==> config.mk <==
export PLATFORM = sky130hd
export DESIGN_NAME = kea_ctrl
export DESIGN_NICKNAME = d
export VERILOG_FILES = /design/src/rtl/kea_pkg.sv /design/src/rtl/kea_ctrl.sv
export SDC_FILE = /design/constraint.sdc
export NUM_CORES = 1
export LEC_CHECK = 0
export ABC_AREA = 1
export BUFFER_PORTS_ARGS = -buffer_cell sky130_fd_sc_hd__clkbuf_2
export CORE_AREA = 2 2 39 41
export DETAILED_ROUTE_END_ITERATION = 16
export DIE_AREA = 0 0 41 43
export GPL_TIMING_DRIVEN = 0
export PLACE_DENSITY = 0.76
export SLEW_MARGIN = 20
export SYNTH_ARGS = -nofsm -noshare
export SYNTH_HDL_FRONTEND = slang
export SYNTH_SLANG_ARGS = --single-unit
==> constraint.sdc <==
create_clock -name clk -period 1.18 [get_ports clk]
set_input_delay 0.059 -clock clk [delete_from_list [all_inputs] [get_ports clk]]
set_output_delay 0.059 -clock clk [all_outputs]
set_load 0.01 [all_outputs]
==> src/rtl/kea_pkg.sv <==
// ----------------------------------------------------------------------------
// kea_pkg
// Shared types and constants of the spanning tree edge acceptor: the command
// and status words between controller and datapath.
// ----------------------------------------------------------------------------
package kea_pkg;

    localparam int DEF_MAX_VERTICES = 4096;
    localparam int VTX_W            = 13;

    // read address source of the label store
    typedef enum logic [1:0] {
        RD_A,
        RD_B,
        RD_SWEEP
    } rd_sel_t;

    // single-entry writes into the label store
    typedef enum logic [2:0] {
        WR_NONE,
        WR_ZERO,
        WR_NEW_A,
        WR_NEW_B,
        WR_LA_B,
        WR_LB_A
    } wr_op_t;

    typedef struct packed {
        logic    load_item;
        logic    clr_counters;
        logic    sweep_step;
        logic    scan_step;
        rd_sel_t rd_sel;
        logic    cap_la;
        logic    cap_lb;
        wr_op_t  wr_op;
        logic    bump_label;
        logic    count_acc;
        logic    emit;
    } ctrl_cmd_t;

    typedef struct packed {
        logic clear_req;
        logic edge_valid;
        logic la_zero;
        logic lb_zero;
        logic la_eq_lb;
        logic sweep_last;
    } dp_status_t;

endpackage

==> src/rtl/kea_ctrl.sv <==
// ----------------------------------------------------------------------------
// kea_ctrl
// Sequencer of the edge acceptor: clearing pass, label lookup, label update
// or full relabel sweep, and result strobe.
// ----------------------------------------------------------------------------
module kea_ctrl (
    input  logic                 clk,
    input  logic                 rst_n,
    input  logic                 start,
    output logic                 busy,
    input  kea_pkg::dp_status_t  status,
    output kea_pkg::ctrl_cmd_t   cmd
);

    typedef enum logic [3:0] {
        S_INIT_CLR,
        S_IDLE,
        S_ENTRY,
        S_CLR,
        S_CHECK,
        S_RD_B,
        S_WAIT_B,
        S_DECIDE,
        S_NEW_A,
        S_NEW_B,
        S_SCAN,
        S_SCAN_TAIL,
        S_RESULT
    } state_t;

    state_t state_reg;
    state_t state_next;
    logic   busy_reg;

    always_comb
    begin
        state_next       = state_reg;
        cmd              = '0;
        cmd.rd_sel       = kea_pkg::RD_SWEEP;
        cmd.wr_op        = kea_pkg::WR_NONE;
        unique case (state_reg)
            S_INIT_CLR:
            begin
                cmd.wr_op        = kea_pkg::WR_ZERO;
                cmd.sweep_step   = 1'b1;
                cmd.clr_counters = 1'b1;
                if (status.sweep_last)
                begin
                    state_next = S_IDLE;
                end
            end
            S_IDLE:
            begin
                if (start)
                begin
                    cmd.load_item = 1'b1;
                    state_next    = S_ENTRY;
                end
            end
            S_ENTRY:
            begin
                state_next = status.clear_req ? S_CLR : S_CHECK;
            end
            S_CLR:
            begin
                cmd.wr_op        = kea_pkg::WR_ZERO;
                cmd.sweep_step   = 1'b1;
                cmd.clr_counters = 1'b1;
                if (status.sweep_last)
                begin
                    state_next = S_CHECK;
                end
            end
            S_CHECK:
            begin
                cmd.rd_sel = kea_pkg::RD_A;
                state_next = status.edge_valid ? S_RD_B : S_RESULT;
            end
            S_RD_B:
            begin
                cmd.rd_sel = kea_pkg::RD_B;
                cmd.cap_la = 1'b1;
                state_next = S_WAIT_B;
            end
            S_WAIT_B:
            begin
                cmd.cap_lb = 1'b1;
                state_next = S_DECIDE;
            end
            S_DECIDE:
            begin
                priority if (status.la_zero && status.lb_zero)
                begin
                    cmd.bump_label = 1'b1;
                    cmd.count_acc  = 1'b1;
                    state_next     = S_NEW_A;
                end
                else if (status.lb_zero)
                begin
                    cmd.wr_op     = kea_pkg::WR_LA_B;
                    cmd.count_acc = 1'b1;
                    state_next    = S_RESULT;
                end
                else if (status.la_zero)
                begin
                    cmd.wr_op     = kea_pkg::WR_LB_A;
                    cmd.count_acc = 1'b1;
                    state_next    = S_RESULT;
                end
                else if (!status.la_eq_lb)
                begin
                    cmd.count_acc = 1'b1;
                    state_next    = S_SCAN;
                end
                else
                begin
                    state_next = S_RESULT;
                end
            end
            S_NEW_A:
            begin
                cmd.wr_op  = kea_pkg::WR_NEW_A;
                state_next = S_NEW_B;
            end
            S_NEW_B:
            begin
                cmd.wr_op  = kea_pkg::WR_NEW_B;
                state_next = S_RESULT;
            end
            S_SCAN:
            begin
                cmd.scan_step = 1'b1;
                if (status.sweep_last)
                begin
                    state_next = S_SCAN_TAIL;
                end
            end
            // last relabel write lands here
            S_SCAN_TAIL:
            begin
                state_next = S_RESULT;
            end
            S_RESULT:
            begin
                cmd.emit   = 1'b1;
                state_next = S_IDLE;
            end
            default:
            begin
                state_next = S_IDLE;
            end
        endcase
    end

    always_ff @(posedge clk or negedge rst_n)
    begin
        if (!rst_n)
        begin
            state_reg <= S_INIT_CLR;
            busy_reg  <= 1'b1;
        end
        else
        begin
            state_reg <= state_next;
            busy_reg  <= (state_next != S_IDLE);
        end
    end

    assign busy = busy_reg;

endmodule

Word level (Yosys, flattened, before mapping)
Cells that the tools add are included.
{"block": "word_totals", "register_bits": 5, "input_bits": 9}
{"block": "classes", "n_eq_ne": 13, "muxes": 29, "n_reduce_logical": 4}
{"cell": "$pmux 4 s11", "count": 1}
{"cell": "$mux 4", "count": 8}
{"cell": "$eq 4x4->1 const B", "count": 5}
{"cell": "$eq 4x3->1 const B", "count": 4}
{"cell": "$mux 3", "count": 5}
{"cell": "$pmux 3 s4", "count": 1}
{"cell": "$mux 1", "count": 11}
{"cell": "$eq 4x2->1 const B", "count": 2}
{"cell": "$eq 4x1->1 const B", "count": 1}
{"cell": "$logic_not 4->1", "count": 1}
{"cell": "$mux 2", "count": 2}
{"cell": "$ne 4x1->1 const B", "count": 1}
{"cell": "$pmux 2 s2", "count": 1}
{"cell": "$reduce_or 2->1", "count": 2}
{"cell": "$logic_and 1x1->1", "count": 1}

Depth between registers and ports, before layout
Gate-level depths: netlist of run 1.
{"block": "depth", "ltp_word": 6, "depth_mapped": 9, "mapped_depth_nobuf": 9}

Worst setup path before layout of run 1
No wires, ideal clock.
{"block": "synth_path", "path_type": "reg2out", "startpoint": "reg state_reg[3]", "endpoint": "out cmd[8] (netlist name)", "t_arrival_ps": 1143, "required_ps": 1121, "path_slack_ps": -22, "path_stages_with_launch": 7, "path_buffers": 1, "path_cell_list": "dfrtp_1 inv_1 nand2_2 inv_2 nand2_1 nor2_1 buf_4"}
{"element": "start, declared", "line_no": "kea_ctrl.sv:31", "rtl": "state_t state_reg;"}
{"element": "start signal, assigned", "line_no": "kea_ctrl.sv:164", "rtl": "state_reg <= state_next;"}
{"element": "end, declared", "line_no": "kea_ctrl.sv:12", "rtl": "output kea_pkg::ctrl_cmd_t cmd"}

==> impl_metrics.yaml, run 1 <==
floorplanning:
  die_area_mm2: 0.00176
  floorplan.core_area_mm2: 0.00138
  ios: 24
  num_rows: 14
  start_util_pct: 36.1
  die_h_um: 43
  dieWidth_um: 41
clocking:
  htree_levels: 1
  clock-root-buffer: "clkbuf_4"
  cts_tree: "yes"
  numCtsBuffers: 3
  clock-sinks: 5
  cts_buffer_depth: 2
  clock_latency_ns: 0.24
  clk_pin_slew_worst_paths_ns: 0.04
sta:
  finalSetupViolations: 16
  max_freq_mhz: 727
  hold_ws_ns: 0.0521
  rsz0062_at_grt: "true"
  min_period_ns: 1.38
  tightest_slew_ns: 0.217
  slew_violations: 0
  final-hold-violation-count: 0
  layout_setup_ws_ns: -0.196
  finalSetupTns_ns: -1.85
  fin_worst_skew_ns: 0.00423
  finalCritPeriodShare_pct: 117
  relSlewSlack_pct: 85.5
final_layout:
  layout.cells.most_common_list: "nand2_1 (19), nor2_1 (14), buf_4 (12)"
  largest_reg_flops: 4
  area_delta_synth_final_pct: 86.7
  final_cells: 146
  fin_util_pct: 67.4
  final_common_cell: "nand2_1"
  drive_gt1_share_pct: 56.2
  nets: 142
  diodes: 0
  stdcell_area_um2: 932
place:
  placed_area_um2: 637
  dp_cells: 128
  hpwl_mm: 1.01
  gp_congestion: 0.905
  place_ws_ns: -0.178
  placement.io_buffers: 23
synthesis:
  yosys_warnings: 0
  synth_area_leaders: "nand2_1 (20%), dfrtp_1 (20%), nor2_1 (15%)"
  synth_cells: 89
  synth_top_area_share_pct: 20.3
  synth_top_cell_by_area: "nand2_1"
  ys_ff_latch: 5
  synth_cell_type_count: 16
  netlist_area_um2: 499
  yosysSeqAreaShare_pct: 25.3
  syn_area_per_cell_um2: 5.61
  synth_nets: 100
routing:
  num_vias: 703
  wl_per_cell_um: 11.1
  firstDrtPassIters: 4
  ant_nets: 0
  drc_errors: 0
  via_per_inst: 4.82
  wirelength_mm: 1.62
  drt-initial-drc-count: 24
worst_hold_path:
  holdCritPathClass: "primary input to flop"
  holdPathStages: 2
grt:
  grt_use_met2_pct: 36.9
  grtUsageTotal_pct: 19.7
  grt_max_degree: 7
  grt_use_met3_pct: 1.57
  antenna_found_initial: 0
  top_usage_layer: "met2"
  grt_pass1_vias: 612
  use_met1_pct: 21.3
  grt_first_pass_wirelength_mm: 2.39
  grt_overflow: 0
worst_setup_path:
  worst_ep_arrival_time_ns: 1.32
  cpMaxStageDelayCell: "dfrtp_2"
  crit_path_cell_trace: "nor2_4, buf_4, nand3_2, inv_1, clkbuf_2"
  end_kind: "output port"
  path_max_fanout: 5
  reg2reg_depth: 9
  worstPathRequired_ns: 1.12
  path_class: "flop to output port"
  start_kind: "flop"
  cpPeakStageDelay_ns: 0.44
power:
  powerDensity_mw_per_mm2: 2730
  leakagePower_nw: 0.541
  max-vdd-ir-drop_mv: 1.27
  finalPower_mw: 2.55
flow_run:
  maxCapViolations: 0
status:
  violations: "negative setup slack"
  status: "finished, violations left"
==> cell families after synthesis <==
| group | count (synthesis) | share of synthesized area [%] |
|---|---|---|
| simple gates | 62 | 51.4 |
| flops | 5 | 25.3 |
| compound gates | 4 | 4.76 |
| fa+ha+maj | 2 | 5.01 |
| buf+inv | 16 | 13.5 |
==> worst paths after layout <==
| path | start | to | slack, ns |
|---|---|---|---|
| max | state_reg[2] | cmd[13] | -0.20 |
| min reg2reg | state_reg[0] | state_reg[1] | 0.79 |
| max in group asynchronous | rst_n | busy | 0.80 |
| min | status[4] | state_reg[3] | 0.05 |
| max reg2reg | state_reg[2] | busy | -0.16 |
| min in group asynchronous | rst_n | state_reg[0] | 0.16 |
==> synthesized netlist by cell type <==
cell     instances
nand2_1         27
nor2_1          20
inv_1           12
nand3_1         10
dfrtp_1          4
buf_4            2
ha_1             2
inv_2            2
nand2_2          2
nor2_2           2
a21oi_1          1
a31oi_1          1
dfstp_2          1
nor3_1           1
o21ai_0          1
o31ai_1          1
==> power by group <==
group / leakage [nW] / internal, mW / switching (mW)
registers: 0.0570 / 0.268 / 0.139
logic: 0.469 / 0.897 / 1.04
clock network: 0.0150 / 0.128 / 0.0743
==> layout make-up <==
cell class / instances / area, µm²
inverters: 14 / 67.6
plain buffers: 2 / 15.0
flip-flops and latches: 5 / 130
fillers: 114 / 452
repair buffers: 37 / 259
multi-input cells: 68 / 414
clock buffers: 4 / 26.3
well taps: 16 / 20.0
==> routing by layer <==
layer | up-vias | wire length [µm]
met1 | 316 | 617
met4 | 0 | 21
met3 | 4 | 84
met2 | 28 | 900
li1 | 355 | -
met5 | - | 0
==> repair_timing <==
| action | 4_1_cts | 5_1_grt |
|---|---|---|
| hold buffers | 1 | 0 |
| gates resized for setup | 27 | 33 |
| gates cloned | 0 | 0 |
| hold endpoints to repair | 5 | 0 |
| setup buffers | 10 | 3 |
| pin swaps | 5 | 6 |
| endpoints found under the setup margin | 15 | 19 |
==> worst max-delay path, delay by kind of cell (launching register included) <==
| kind | cells | cell delay (ns) |
|---|---|---|
| buf+inv | 3 | 0.34 |
| flops | 1 | 0.44 |
| simple gates | 2 | 0.30 |
Note: power is estimated with default switching activity, not from simulation.
==> run 2: changes to the inputs <==
--- a/config.mk
+++ b/config.mk
@@ -7,11 +7,13 @@
 export LEC_CHECK = 0
 export ABC_AREA = 1
 export BUFFER_PORTS_ARGS = -buffer_cell sky130_fd_sc_hd__clkbuf_2
-export CORE_AREA = 2 2 39 41
+export CELL_PAD_IN_SITES_DETAIL_PLACEMENT = 1
+export CELL_PAD_IN_SITES_GLOBAL_PLACEMENT = 1
+export CORE_MARGIN = 2
+export CORE_UTILIZATION = 25
 export DETAILED_ROUTE_END_ITERATION = 16
-export DIE_AREA = 0 0 41 43
 export GPL_TIMING_DRIVEN = 0
-export PLACE_DENSITY = 0.76
+export PLACE_DENSITY = 0.78
 export SLEW_MARGIN = 20
 export SYNTH_ARGS = -nofsm -noshare
 export SYNTH_HDL_FRONTEND = slang
==> constraint.sdc (replaced) <==
create_clock -name clk -period 1.18 [get_ports clk]
set_input_delay 0.118 -clock clk [delete_from_list [all_inputs] [get_ports clk]]
set_output_delay 0.118 -clock clk [all_outputs]
set_load 0.01 [all_outputs]
==> run 2 against run 1 <==
Net effect:
- combinational power is 5% higher
- the run still ends with negative setup slack left
- clock skew decreased by 0.0019 ns
- routed wire length is 27% higher
- final cell count grew 8.2%
- sequential cell count is the same
- total power rose by 4.5%
- cell area up 3.4%
- global-route usage decreased by 2.6 points
- clock-buffer cell count stayed put
==> impl_metrics.yaml, run 2 (synthesis gave the netlist of run 1 again) <==
floorplanning:
  dieWidth_um: 48.7
  ios: 24
  num_rows: 16
  floorplan.core_area_mm2: 0.00192
  start_util_pct: 26.0
  die_area_mm2: 0.00237
  die_h_um: 48.7
routing:
  firstDrtPassIters: 3
  wl_per_cell_um: 13.0
  ant_nets: 0
  drt-initial-drc-count: 13
  drc_errors: 0
  num_vias: 733
  wirelength_mm: 2.06
  via_per_inst: 4.64
sta:
  finalCritPeriodShare_pct: 120
  min_period_ns: 1.41
  layout_setup_ws_ns: -0.232
  relSlewSlack_pct: 83.5
  final-hold-violation-count: 0
  finalSetupViolations: 18
  slew_violations: 0
  tightest_slew_ns: 0.247
  max_freq_mhz: 708
  rsz0062_at_grt: "true"
  fin_worst_skew_ns: 0.00232
worst_setup_path:
  worstPathRequired_ns: 1.06
  r2r_setup_slack_ns: -0.20
  end_kind: "output port"
  start_kind: "flop"
  path_max_fanout: 5
  rr_endpoint: "state_reg[2]"
  path_class: "flop to output port"
  reg2reg_depth: 9
  reg2reg_from: "state_reg[3]"
  worst_ep_arrival_time_ns: 1.29
place:
  placement.io_buffers: 23
  place_ws_ns: -0.198
  hpwl_mm: 1.27
  placed_area_um2: 653
  dp_cells: 139
  gp_congestion: 0.836
flow_run:
  maxCapViolations: 0
grt:
  grt_overflow: 0
  grtUsageTotal_pct: 17.1
  antenna_found_initial: 0
  grt_max_degree: 6
  grt_pass1_vias: 760
  grt_first_pass_wirelength_mm: 3.24
status:
  status: "finished, violations left"
  violations: "negative setup slack"
clocking:
  htree_levels: 1
  clock-root-buffer: "clkbuf_4"
  cts_tree: "yes"
  clock-sinks: 5
  clk_pin_slew_worst_paths_ns: 0.04
  numCtsBuffers: 3
  cts_buffer_depth: 2
  clock_latency_ns: 0.24
power:
  finalPower_mw: 2.66
  leakagePower_nw: 0.543
  powerDensity_mw_per_mm2: 2760
  max-vdd-ir-drop_mv: 1.29
final_layout:
  layout.cells.most_common_list: "nand2_1 (16), buf_4 (14), nor2_1 (11), clkbuf_2 (11)"
  final_common_cell: "nand2_1"
  largest_reg_flops: 4
  final_cells: 158
  area_delta_synth_final_pct: 93.0
  diodes: 0
  drive_gt1_share_pct: 61.8
  fin_util_pct: 50.1
  stdcell_area_um2: 963
  nets: 143
worst_hold_path:
  hold_start: "status[4]"
  hold_path_end: "state_reg[3]"
  holdCritPathClass: "primary input to flop"
  holdPathStages: 2
## run 2: cell types whose count changed in the layout (fill, tap and decap cells not counted), sizes merged
| cell | previous run | this run |
|---|---|---|
| clkbuf | 14 | 15 |
## run 2: how the worst max path moves through the flow
stage / from / to / slack, ns / cells after the start
global route: state_reg[2] / cmd[3] / -0.32 / 6
detailed placement: state_reg[2] / busy / -0.20 / 8
CTS: state_reg[1] / cmd[3] / -0.24 / 7
finish: state_reg[1] / cmd[3] / -0.23 / 5
floorplan: state_reg[2] / cmd[3] / 0.01 / 5
global placement: state_reg[2] / busy / -0.18 / 8
## run 2: area by class of cell
type / count / area [µm²]
fillers: 265 / 958
clock buffers: 4 / 26.3
multi-input cells: 68 / 437
well taps: 27 / 33.8
inverters: 14 / 65.1
flip-flops and latches: 5 / 130
plain buffers: 2 / 15.0
repair buffers: 38 / 256
## run 2: metal layers
metal / track usage, % / part of all wire [%]
met5: 0 / 0
met4: 1.43 / 0.73
met3: 4.32 / 4.4
met2: 33.1 / 56
met1: 19.3 / 39
## run 2: report_power, final
group | total (mW) | switching (mW) | internal [mW]
combinational | 2.04 | 1.12 | 0.923
clock | 0.197 | 0.0692 | 0.128
sequential | 0.420 | 0.152 | 0.269
## run 2: metrics by stage
stage	TNS (ns)	hold WS, ns
6_report	-2.93	0.107
5_1_grt	-4.26	0.103
4_1_cts	-2.64	0.122
3_5_place_dp	-0.935	-0.0618
3_3_place_gp	-0.640	-0.0673
2_1_floorplan	0	-0.178
## run 2: critical path, stage by stage (launching register included)
cell and delay (ns):
dfrtp_2 0.47, nand2_4 0.10, nor2_2 0.23, a21oi_2 0.08
nand2_1 0.05, buf_2 0.12
## run 2: what timing repair did
action / 4_1_cts / 5_1_grt
hold buffers: 1 / 0
hold endpoints to repair: 5 / 0
pin swaps: 7 / 5
resized for setup: 36 / 27
buffers inserted: 12 / 2
setup endpoints to repair: 17 / 19
==> run 3: changes to the inputs <==
--- a/config.mk
+++ b/config.mk
@@ -6,6 +6,7 @@
 export NUM_CORES = 1
 export LEC_CHECK = 0
 export ABC_AREA = 1
+export ABC_CLOCK_PERIOD_IN_PS = 1180
 export BUFFER_PORTS_ARGS = -buffer_cell sky130_fd_sc_hd__clkbuf_2
 export CELL_PAD_IN_SITES_DETAIL_PLACEMENT = 1
 export CELL_PAD_IN_SITES_GLOBAL_PLACEMENT = 1
@@ -14,7 +15,9 @@
 export DETAILED_ROUTE_END_ITERATION = 16
 export GPL_TIMING_DRIVEN = 0
 export PLACE_DENSITY = 0.78
+export SETUP_SLACK_MARGIN = 0.1
 export SLEW_MARGIN = 20
 export SYNTH_ARGS = -nofsm -noshare
 export SYNTH_HDL_FRONTEND = slang
 export SYNTH_SLANG_ARGS = --single-unit
+export TNS_END_PERCENT = 50
==> run 3 against run 2 <==
Net effect:
- register-to-register slack worse by 0.16 ns
- worst setup slack worse by 0.13 ns
- critical endpoint is now busy
- die area did not move
- the flow still finishes with violations (negative setup slack)
- sequential share of layout area is essentially flat
- sequential power increased by 1%
- highest routed layer unchanged
- worst hold slack gained 0.020 ns
- critical path depth grew 4
- utilization up 0.59 points
- largest cell class unchanged
- global-route usage is 2.8 points higher
- fmax fell by 8.4%
==> impl_metrics.yaml, run 3 (synthesis gave the netlist of run 1 again) <==
worst_setup_path:
  startpoint: "state_reg[2]"
  path_max_fanout: 5
  start_kind: "flop"
  cpPeakStageDelay_ns: 0.47
  path_buf_inv: 2
  worstPathRequired_ns: 1.36
  crit_path_cell_trace: "nor2_4, buf_6, buf_4, nand2_1, nor2_1, nor2_2, nand3_2, nor2_1, nand2_1"
  cp_top_family: "simple AND/OR/NAND/NOR gates"
  end_kind: "flop"
  path_class: "flop to flop"
  cpMaxStageDelayCell: "dfrtp_2"
  reg2reg_from: "state_reg[2]"
  worst_ep_arrival_time_ns: 1.72
clocking:
  clock-root-buffer: "clkbuf_4"
  numCtsBuffers: 3
  clk_pin_slew_worst_paths_ns: 0.06
  clock-sinks: 5
  clock_latency_ns: 0.25
  htree_levels: 1
  cts_tree: "yes"
  cts_buffer_depth: 2
grt:
  grt_max_degree: 6
  grt_pass1_vias: 794
  grt_first_pass_wirelength_mm: 3.65
  grtUsageTotal_pct: 19.9
  grt_overflow: 0
  antenna_found_initial: 0
sta:
  slew_violations: 0
  finalCritPeriodShare_pct: 131
  tightest_slew_ns: 0.340
  finalSetupViolations: 19
  finalSetupTns_ns: -4.23
  min_period_ns: 1.54
  final-hold-violation-count: 0
  relSlewSlack_pct: 77.2
  rsz0062_at_grt: "true"
  layout_setup_ws_ns: -0.361
  max_freq_mhz: 649
  fin_worst_skew_ns: 0.0105
power:
  leakagePower_nw: 0.547
  finalPower_mw: 2.71
  powerDensity_mw_per_mm2: 2780
  max-vdd-ir-drop_mv: 1.32
flow_run:
  maxCapViolations: 0
final_layout:
  largest_reg_flops: 4
  multiInputGateArea_um2: 425
  nets: 145
  ff_latch_area_um2: 131
  fin_util_pct: 50.7
  drive_gt1_share_pct: 58.6
  area_delta_synth_final_pct: 95.2
  layout.cells.most_common_list: "nand2_1 (20), clkbuf_2 (13), buf_4 (13)"
  diodes: 0
  fill_cells: 265
  final_common_cell: "nand2_1"
place:
  gp_congestion: 0.872
  hpwl_mm: 1.28
  place_ws_ns: -0.133
  placement.io_buffers: 23
routing:
  wl_per_cell_um: 14.8
  ant_nets: 0
  wirelength_mm: 2.38
  firstDrtPassIters: 4
  drc_errors: 0
  num_vias: 794
  drt-initial-drc-count: 11
  via_per_inst: 4.96
floorplanning:
  die_area_mm2: 0.00237
  floorplan.core_area_mm2: 0.00192
  start_util_pct: 26.0
  dieWidth_um: 48.7
  ios: 24
  num_rows: 16
  die_h_um: 48.7
status:
  violations: "negative setup slack"
  status: "finished, violations left"
worst_hold_path:
  holdCritPathClass: "primary input to flop"
  hold_start: "status[4]"
-- run 3: cell types whose count changed in the layout (fill, tap and decap cells not counted), moves of 2 or more --
cell | before | now
inv_4 | 3 | 1
clkbuf_2 | 11 | 13
buf_2 | 9 | 7
buf_6 | 5 | 8
nand2_1 | 16 | 20
nand2_2 | 9 | 5
-- run 3: repair_timing --
item,CTS,global route
pin swaps,7,8
buffers inserted,14,2
endpoints found under the setup margin,19,19
hold buffers,1,0
hold endpoints to repair,5,0
resized for setup,27,25
-- run 3: final cells by class --
class                   instances  area share, %
repair buffers                 40           28.2
flip-flops and latches          5           13.5
inverters                      14           6.16
clock buffers                   4           2.70
well taps                      27           3.47
multi-input cells              68           43.6
plain buffers                   2           2.31
-- run 3: power breakdown --
part           internal (mW)  switching (mW)  total, mW
Sequential             0.271           0.154      0.424
Combinational          0.905            1.17       2.07
Clock                  0.129          0.0877      0.217
-- run 3: per-stage QoR --
stage	cells	hold slack [ns]	cell area [µm²]
finish	160	0.128	975
CTS	158	0.118	900
detailed placement	139	-0.0617	672
global placement	139	-0.0683	672
global route	160	0.132	975
floorplan	89	-0.178	523
-- run 3: path summary, 6_finish.rpt --
| kind | slack (ns) | endpoint | cells past startpoint |
|---|---|---|---|
| worst max-delay path | -0.36 | busy | 9 |
| worst min-delay path | 0.13 | state_reg[3] | 2 |
| worst max register to register | -0.36 | busy | 9 |
| worst min register to register | 0.73 | state_reg[2] | 3 |
| max in group asynchronous | 0.72 | busy | 2 |
| min in group asynchronous | 0.23 | state_reg[2] | 2 |
-- run 3: routing by layer --
metal / track usage (%) / part of all wire [%] / up-vias
met5: 0 / 0 / -
met4: 7.14 / 2.9 / 0
met3: 3.09 / 6.8 / 8
met2: 38.8 / 56 / 43
met1: 21.1 / 34 / 385
li1: - / - / 358
